File: config.mk
export PLATFORM = sky130hd
export DESIGN_NAME = sha256_block_compression
export DESIGN_NICKNAME = d
export VERILOG_FILES = /design/src/rtl/sha256bc_pkg.sv /design/src/rtl/sha256_block_compression.sv
export SDC_FILE = /design/constraint.sdc
export NUM_CORES = 2
export LEC_CHECK = 0
export BUFFER_PORTS_ARGS = -buffer_cell sky130_fd_sc_hd__buf_2
export CORE_ASPECT_RATIO = 1.5
export CORE_MARGIN = 3
export CORE_UTILIZATION = 63
export DETAILED_ROUTE_END_ITERATION = 8
export GPL_TIMING_DRIVEN = 0
export PLACE_DENSITY = 0.81
export SLEW_MARGIN = 30
export SYNTH_ARGS = -nofsm -noshare
export SYNTH_HDL_FRONTEND = slang
export SYNTH_SLANG_ARGS = --single-unit
File: constraint.sdc
create_clock -name i_clk -period 17.5 [get_ports i_clk]
set_input_delay 3.5 -clock i_clk [delete_from_list [all_inputs] [get_ports i_clk]]
set_output_delay 3.5 -clock i_clk [all_outputs]
set_load 0.03 [all_outputs]
File: src/rtl/sha256bc_pkg.sv
package sha256bc_pkg;

    localparam int NumIv      = 8;
    localparam int BlockWords = 16;
    localparam int Rounds     = 64;
    localparam int WordW      = 32;
    localparam int CfgIdxW    = 4;
    localparam int IvIdxW     = $clog2(NumIv);
    localparam int WordCntW   = $clog2(BlockWords);
    localparam int RoundW     = $clog2(Rounds);

    typedef logic [WordW-1:0]   t_word;
    typedef logic [CfgIdxW-1:0] t_cfg_index;

    // Highest configuration index that maps to an IV register
    localparam t_cfg_index CfgIvLast = t_cfg_index'(NumIv - 1);

    localparam logic [WordCntW-1:0] LastWord  = WordCntW'(BlockWords - 1);
    localparam logic [RoundW-1:0]   LastRound = RoundW'(Rounds - 1);

    typedef struct packed {
        logic [31:0] message_word;
        logic        new_message;
    } t_in_item;

    typedef struct packed {
        logic [63:0] digest_01;
        logic [63:0] digest_23;
        logic [63:0] digest_45;
        logic [63:0] digest_67;
    } t_out_item;

    typedef enum logic [1:0] {
        S_LOAD,
        S_ROUND,
        S_FINAL
    } t_state;

    localparam t_word StdIv [NumIv] = '{
        32'h6a09e667, 32'hbb67ae85, 32'h3c6ef372, 32'ha54ff53a,
        32'h510e527f, 32'h9b05688c, 32'h1f83d9ab, 32'h5be0cd19
    };

    localparam t_word RoundK [Rounds] = '{
        32'h428a2f98, 32'h71374491, 32'hb5c0fbcf, 32'he9b5dba5,
        32'h3956c25b, 32'h59f111f1, 32'h923f82a4, 32'hab1c5ed5,
        32'hd807aa98, 32'h12835b01, 32'h243185be, 32'h550c7dc3,
        32'h72be5d74, 32'h80deb1fe, 32'h9bdc06a7, 32'hc19bf174,
        32'he49b69c1, 32'hefbe4786, 32'h0fc19dc6, 32'h240ca1cc,
        32'h2de92c6f, 32'h4a7484aa, 32'h5cb0a9dc, 32'h76f988da,
        32'h983e5152, 32'ha831c66d, 32'hb00327c8, 32'hbf597fc7,
        32'hc6e00bf3, 32'hd5a79147, 32'h06ca6351, 32'h14292967,
        32'h27b70a85, 32'h2e1b2138, 32'h4d2c6dfc, 32'h53380d13,
        32'h650a7354, 32'h766a0abb, 32'h81c2c92e, 32'h92722c85,
        32'ha2bfe8a1, 32'ha81a664b, 32'hc24b8b70, 32'hc76c51a3,
        32'hd192e819, 32'hd6990624, 32'hf40e3585, 32'h106aa070,
        32'h19a4c116, 32'h1e376c08, 32'h2748774c, 32'h34b0bcb5,
        32'h391c0cb3, 32'h4ed8aa4a, 32'h5b9cca4f, 32'h682e6ff3,
        32'h748f82ee, 32'h78a5636f, 32'h84c87814, 32'h8cc70208,
        32'h90befffa, 32'ha4506ceb, 32'hbef9a3f7, 32'hc67178f2
    };

    function automatic t_word big_sigma0(input t_word x);
        return {x[1:0], x[31:2]} ^ {x[12:0], x[31:13]} ^ {x[21:0], x[31:22]};
    endfunction

    function automatic t_word big_sigma1(input t_word x);
        return {x[5:0], x[31:6]} ^ {x[10:0], x[31:11]} ^ {x[24:0], x[31:25]};
    endfunction

    function automatic t_word small_sigma0(input t_word x);
        return {x[6:0], x[31:7]} ^ {x[17:0], x[31:18]} ^ {3'b000, x[31:3]};
    endfunction

    function automatic t_word small_sigma1(input t_word x);
        return {x[16:0], x[31:17]} ^ {x[18:0], x[31:19]} ^ {10'b0, x[31:10]};
    endfunction

    function automatic t_word choose(input t_word e, input t_word f, input t_word g);
        return (e & f) ^ (~e & g);
    endfunction

    function automatic t_word majority(input t_word a, input t_word b, input t_word c);
        return (a & b) ^ (a & c) ^ (b & c);
    endfunction

endpackage

File: src/rtl/sha256_block_compression.sv
// SHA-256 compression engine. Padded message words enter one beat at a time,
// sixteen beats to a 512-bit block; new_message on a beat reloads the hash
// state from the IV registers before that word is taken. After the sixteenth
// word the input stalls while a single round unit runs the 64 rounds, one per
// cycle, with the message schedule computed on the fly in a 16-word window;
// a final state then adds the working variables into the hash state and loads
// the digest into the output register. The digest waits there while the next
// block's words load; the engine holds in its final state only if the previous
// digest is still untaken. IV writes affect only the next reload, never the
// running hash.
module sha256_block_compression (
    input  logic                      i_clk,
    input  logic                      i_rst_n,
    input  logic                      i_in_valid,
    output logic                      o_in_stall,
    input  sha256bc_pkg::t_in_item    i_in_data,
    output logic                      o_out_valid,
    input  logic                      i_out_stall,
    output sha256bc_pkg::t_out_item   o_out_data,
    input  logic                      i_cfg_we,
    input  sha256bc_pkg::t_cfg_index  i_cfg_index,
    input  sha256bc_pkg::t_word       i_cfg_data
);
    import sha256bc_pkg::*;

    t_state                r_state, n_state;
    logic [WordCntW-1:0]   r_word_cnt, n_word_cnt;
    logic [RoundW-1:0]     r_round, n_round;
    logic                  r_out_valid, n_out_valid;
    t_word                 r_iv   [NumIv];
    t_word                 r_hash [NumIv];
    t_word                 n_hash [NumIv];
    t_word                 r_v    [NumIv];
    t_word                 n_v    [NumIv];
    t_word                 r_win  [BlockWords];
    t_word                 n_win  [BlockWords];
    t_out_item             r_out, n_out;

    logic  in_acc;
    logic  out_free;
    t_word t1, t2, w_next;

    assign in_acc   = i_in_valid && !o_in_stall;
    assign out_free = !r_out_valid || !i_out_stall;

    // Round datapath: shared by all 64 rounds
    always_comb begin
        t1 = r_v[7] + big_sigma1(r_v[4]) + choose(r_v[4], r_v[5], r_v[6])
           + RoundK[r_round] + r_win[0];
        t2 = big_sigma0(r_v[0]) + majority(r_v[0], r_v[1], r_v[2]);
        w_next = small_sigma1(r_win[14]) + r_win[9] + small_sigma0(r_win[1]) + r_win[0];
    end

    // Sequencer: next state and datapath controls
    always_comb begin
        n_state     = r_state;
        n_word_cnt  = r_word_cnt;
        n_round     = r_round;
        n_hash      = r_hash;
        n_v         = r_v;
        n_win       = r_win;
        n_out       = r_out;
        n_out_valid = r_out_valid && i_out_stall;
        o_in_stall  = (r_state != S_LOAD);

        unique case (r_state)
            S_LOAD: begin
                if (in_acc) begin
                    if (i_in_data.new_message) begin
                        n_hash = r_iv;
                    end
                    for (int i = 0; i < BlockWords - 1; i++) begin
                        n_win[i] = r_win[i+1];
                    end
                    n_win[BlockWords-1] = i_in_data.message_word;
                    n_word_cnt = r_word_cnt + 1'b1;
                    if (r_word_cnt == LastWord) begin
                        n_v     = n_hash;
                        n_round = '0;
                        n_state = S_ROUND;
                    end
                end
            end
            S_ROUND: begin
                // Advance the working variables and slide the schedule window
                n_v[7] = r_v[6];
                n_v[6] = r_v[5];
                n_v[5] = r_v[4];
                n_v[4] = r_v[3] + t1;
                n_v[3] = r_v[2];
                n_v[2] = r_v[1];
                n_v[1] = r_v[0];
                n_v[0] = t1 + t2;
                for (int i = 0; i < BlockWords - 1; i++) begin
                    n_win[i] = r_win[i+1];
                end
                n_win[BlockWords-1] = w_next;
                n_round = r_round + 1'b1;
                if (r_round == LastRound) begin
                    n_state = S_FINAL;
                end
            end
            S_FINAL: begin
                // Hold until the output register is free, then fold and emit
                if (out_free) begin
                    for (int i = 0; i < NumIv; i++) begin
                        n_hash[i] = r_hash[i] + r_v[i];
                    end
                    n_out.digest_01 = {n_hash[0], n_hash[1]};
                    n_out.digest_23 = {n_hash[2], n_hash[3]};
                    n_out.digest_45 = {n_hash[4], n_hash[5]};
                    n_out.digest_67 = {n_hash[6], n_hash[7]};
                    n_out_valid     = 1'b1;
                    n_state         = S_LOAD;
                end
            end
            default: begin
                n_state = S_LOAD;
            end
        endcase
    end

    // Control, IV and hash registers
    always_ff @(posedge i_clk) begin
        if (!i_rst_n) begin
            r_state     <= S_LOAD;
            r_word_cnt  <= '0;
            r_round     <= '0;
            r_out_valid <= 1'b0;
            r_iv        <= StdIv;
            r_hash      <= StdIv;
        end else begin
            r_state     <= n_state;
            r_word_cnt  <= n_word_cnt;
            r_round     <= n_round;
            r_out_valid <= n_out_valid;
            r_hash      <= n_hash;
            if (i_cfg_we && i_cfg_index <= CfgIvLast) begin
                r_iv[i_cfg_index[IvIdxW-1:0]] <= i_cfg_data;
            end
        end
    end

    // Payload registers
    always_ff @(posedge i_clk) begin
        r_v   <= n_v;
        r_win <= n_win;
        r_out <= n_out;
    end

    assign o_out_valid = r_out_valid;
    assign o_out_data  = r_out;

    // The sixteenth word of a block starts the rounds and closes the input
    a_last_word_stalls: assert property (@(posedge i_clk) disable iff (!i_rst_n)
        in_acc && r_word_cnt == LastWord |=> o_in_stall && r_round == '0)
        else $error("last word did not start the rounds");

    // The word counter is back at zero whenever the engine is busy
    a_cnt_idle_busy: assert property (@(posedge i_clk) disable iff (!i_rst_n)
        r_state != S_LOAD |-> r_word_cnt == '0)
        else $error("word counter nonzero during compression");

    // A digest appears only out of the final cycle
    a_digest_origin: assert property (@(posedge i_clk) disable iff (!i_rst_n)
        $rose(o_out_valid) |-> $past(r_state) == S_FINAL)
        else $error("digest valid without a completed compression");

    // Leaving the final cycle always loads a fresh digest
    a_final_emits: assert property (@(posedge i_clk) disable iff (!i_rst_n)
        r_state == S_FINAL && out_free |=> o_out_valid && r_state == S_LOAD)
        else $error("final cycle did not emit a digest");

endmodule

==> flow_metrics.env, run 1 <==
export IMPL_status="aborted with a tool error"
export IMPL_failing_step="global routing (5_1_grt)"
export IMPL_error_line="[ERROR GRT-0116] Global routing finished with congestion. Check the congestion regions in the DRC Viewer."
export IMPL_clock_path_buffers=3
export IMPL_synth_flop_cell="edfxtp_1"
export IMPL_place_area_um2=90580
export IMPL_synth_top_area_frac=0.3585
export IMPL_cts_root_buf="clkbuf_16"
export IMPL_async_flop_share=0
export IMPL_netlist_area_um2=85770
export IMPL_grt_pass1_vias=86700
export IMPL_ys_ff_latch=1549
export IMPL_syn_num_nets=9145
export IMPL_synth_most_common_cell="nand2_1"
export IMPL_cts_hold_fix_buffers=0
export IMPL_avgSynthCellArea_um2=10.11
export IMPL_post_dp_hpwl_mm=320.0
export IMPL_gp_congestion=1.160
export IMPL_rows=165
export IMPL_yosys_warnings=0
export IMPL_cts_setup_buffers=0
export IMPL_die_h_um=457.9
export IMPL_grt_overflow=455
export IMPL_yosysTopAreaCell="edfxtp_1"
export IMPL_netlist_top_cells_count="nand2_1, edfxtp_1, a21oi_1"
export IMPL_ioPinCount=332
export IMPL_synth_edf_count=1024
export IMPL_postSynthCellCount=8482
export IMPL_synth_cell_types=95
export IMPL_synthTopCellsByArea="edfxtp_1, dfxtp_1, ha_1"
export IMPL_start_util=0.6353
export IMPL_gr_usage_all_layers=0.7226
export IMPL_ys_seq_area_frac=0.4810
export IMPL_cts_buffers=147
export IMPL_cts_resized=0
export IMPL_htreeDepth=4
export IMPL_grt_max_degree=81
export IMPL_dp_cells=10570
export IMPL_clock_sinks=1549
export IMPL_port_buffers=297
export IMPL_dieWidth_um=307.3
export IMPL_grt_first_pass_wirelength_mm=721.0
cells by family after synthesis:
kind of cell | Yosys count | synth area share
adders and majority gates | 592 | 0.1033
DFF | 1549 | 0.4810
and+or+nand+nor | 2280 | 0.1188
AOI/OAI and AO/OA | 2184 | 0.1571
xor gates and xnor gates | 591 | 0.06035
buffers and inverters | 990 | 0.04379
muxes | 296 | 0.03565
metrics by stage:
| step | setup TNS [ps] | utilization | hold WS (ps) | worst slack (ps) |
|---|---|---|---|---|
| after floorplan | 0 | - | 400.3 | 1853 |
| after global placement | -894350 | 0.6625 | 401.4 | -1851 |
| after detailed placement | 0 | 0.6709 | 404.5 | 6690 |
| after CTS | 0 | 0.7090 | 394.2 | 6627 |
routing by layer:
metal	GRT overflow	GRT usage
met4	188	0.7391
met3	7	0.5585
met1	1	0.7159
met2	259	0.8940
met5	0	0.2364
==> inputs of run 2 (changes only) <==
CORE_ASPECT_RATIO = default   (was 1.5)
CORE_UTILIZATION = 40   (was 63)
PLACE_DENSITY = default   (was 0.81)
PLACE_DENSITY_LB_ADDON = 0.15   (was default)
==> flow_metrics.env, run 2 <==
export IMPL_stdcell_count=12060
export IMPL_netlist_top_cells_count="nand2_1, edfxtp_1, a21oi_1"
export IMPL_place_area_um2=92720
export IMPL_wl_per_cell_um=37.43
export IMPL_timing_rr_end="r_v[255]"
export IMPL_relSlewSlack=0.1844
export IMPL_port_buffers=297
export IMPL_ys_ff_latch=1549
export IMPL_clock_path_buffers=3
export IMPL_synthTopCellsByArea="edfxtp_1, dfxtp_1, ha_1"
export IMPL_cellPowerDensity_nw_per_um2=103.3
export IMPL_cp_slowest_cell="xor2_1"
export IMPL_clk_latency_ps=880
export IMPL_finalSetupTns_ps=0
export IMPL_synth_edf_count=1024
export IMPL_postSynthCellCount=8482
export IMPL_dp_cells=11670
export IMPL_avgSynthCellArea_um2=10.11
export IMPL_path_max_fanout=13
export IMPL_cts_setup_buffers=0
export IMPL_layout_commonest_cell="nand2_1"
export IMPL_start_util=0.4032
export IMPL_hold_path_class="reg -> reg"
export IMPL_ioPinCount=332
export IMPL_cp_data_arrival_time_ps=12880
export IMPL_grt_pass1_vias=68150
export IMPL_holdPathEnd="r_win[430]"
export IMPL_viasPerCell=6.294
export IMPL_worst_pin_slew_ps=1223
export IMPL_fin_nets=9686
export IMPL_core_um2=212700
export IMPL_drv_slew=0
export IMPL_grt_overflow=0
export IMPL_syn_num_nets=9145
export IMPL_reg2reg_from="r_round[1]"
export IMPL_area_delta_synth_final_pct=15.28
export IMPL_drtIter0Drc=12250
export IMPL_crit_path_frequent_cell="o21ai_0"
export IMPL_grt_antenna_before_repair=61
export IMPL_drive_gt1_frac=0.09898
export IMPL_r2r_setup_slack_ps=5160
export IMPL_yosysTopAreaCell="edfxtp_1"
export IMPL_synth_top_area_frac=0.3585
export IMPL_status="complete, no violations"
export IMPL_regMostFlops="r_win"
export IMPL_final_cell_mix="nand2_1, edfxtp_1, a21oi_1"
export IMPL_path_class="reg -> reg"
export IMPL_grt_first_pass_wirelength_mm=592.0
export IMPL_synth_flop_cell="edfxtp_1"
export IMPL_fin_ws_ps=5163
export IMPL_grt_max_degree=66
export IMPL_min_delay_start="r_win[398]"
export IMPL_cts_hold_fix_buffers=0
export IMPL_dieWidth_um=469.1
export IMPL_min_path_cells=0
export IMPL_required_ps=18040
export IMPL_ys_seq_area_frac=0.4810
export IMPL_fillers=20210
export IMPL_ant_nets=0
export IMPL_netlist_area_um2=85770
export IMPL_cellLeakagePower_nw=39.21
export IMPL_end_kind="flip-flop"
export IMPL_min_period_over_period=0.7050
export IMPL_cts_root_buf="clkbuf_16"
export IMPL_cp_start_kind="flip-flop"
export IMPL_htreeDepth=4
export IMPL_die_h_um=469.1
export IMPL_slowest_delay_ps=910
export IMPL_fin_crit_ps=12340
export IMPL_pre_cts_ws_ps=5810
export IMPL_cts_buffers=174
export IMPL_rsz0062_at_grt="no"
export IMPL_wirelength_mm=451.3
export IMPL_synth_cell_types=95
export IMPL_skew_ps=58.62
export IMPL_cts_resized=0
export IMPL_setup_viol=0
export IMPL_drtPass1Iterations=9
export IMPL_yosys_warnings=0
export IMPL_post_dp_hpwl_mm=348.4
export IMPL_gp_congestion=1.036
export IMPL_synth_most_common_cell="nand2_1"
export IMPL_irDropWorstVdd_mv=0.1070
export IMPL_reg2reg_depth=34
export IMPL_finalHoldViolations=0
export IMPL_num_vias=75900
export IMPL_dieArea_um2=220000
export IMPL_clock_sinks=1549
export IMPL_drc=0
export IMPL_largest_reg_flops=512
export IMPL_cts_tree="done"
export IMPL_async_flop_share=0
export IMPL_max_cap_violations=0
export IMPL_rows=169
export IMPL_max_freq_ghz=0.08106
export IMPL_gr_usage_all_layers=0.3976
export IMPL_final_area_um2=98880
export IMPL_clk_pin_slew_worst_paths_ps=60
[run 2: cell families after synthesis]
family | count (synthesis) | share of synthesized area
compound gates | 2184 | 0.1571
xor+xnor | 591 | 0.06035
fa+ha+maj | 592 | 0.1033
buf+inv | 990 | 0.04379
flops | 1549 | 0.4810
mux | 296 | 0.03565
simple gates | 2280 | 0.1188
[run 2: cell type report]
cell class | instances | area (µm²) | share of cell area
inverter | 489 | 1843 | 0.01864
sequential | 1549 | 41260 | 0.4173
clock inverter | 88 | 1099 | 0.01111
buffer | 501 | 2096 | 0.02120
antenna | 64 | 160.2 | 0.001620
clock buffer | 239 | 4853 | 0.04909
timing repair buffer | 365 | 3174 | 0.03210
tap | 2821 | 3530 | 0.03570
multi-input combinational | 5943 | 40860 | 0.4133
[run 2: report_power, final]
part	internal [mW]	total [mW]	switching [mW]
sequential	4.03	4.12	0.0909
clock	2.15	3.83	1.68
combinational	0.783	2.26	1.48
total	6.96	10.2	3.25
[run 2: per-stage QoR]
step / utilization / power (mW) / hold WS [ps]
6_report: 0.4648 / 10.21 / 394.6
5_1_grt: 0.4642 / 10.51 / 415.7
4_1_cts: 0.4639 / 10.14 / 399.5
3_5_place_dp: 0.4359 / 6.344 / 404.5
3_3_place_gp: 0.4268 / 6.357 / 400.0
2_1_floorplan: - / 5.575 / 400.3
[run 2: worst max-delay path by stage]
stage	startpoint	to	slack, ps	depth (start not counted)
detailed placement	r_round[1]	r_v[255]	5810	34
global placement	i_in_valid	r_win[473]	-3460	3
floorplan	i_in_valid	r_win[0]	1850	2
finish	r_round[1]	r_v[255]	5160	34
CTS	r_round[1]	r_v[255]	5760	34
global route	r_round[1]	r_v[255]	5250	35
[run 2: layer usage]
layer,up-vias,track usage,share of wire
met5,-,0,0.00031
met1,37620,0.5584,0.41
met4,22,0.2208,0.066
met2,5774,0.5221,0.38
met3,1119,0.1459,0.14
li1,31360,-,-
[run 2: worst max-delay path, delay by kind of cell, from the launching register on]
kind	cells	cell delay, ps
AO/OA/AOI/OAI	14	4170
XOR/XNOR	2	1090
adder cells (fa/ha/maj)	6	2790
AND/OR/NAND/NOR	6	1560
flip-flops	1	490
buffers and inverters	6	1930
No activity file was read; power rests on OpenSTA's default activity.
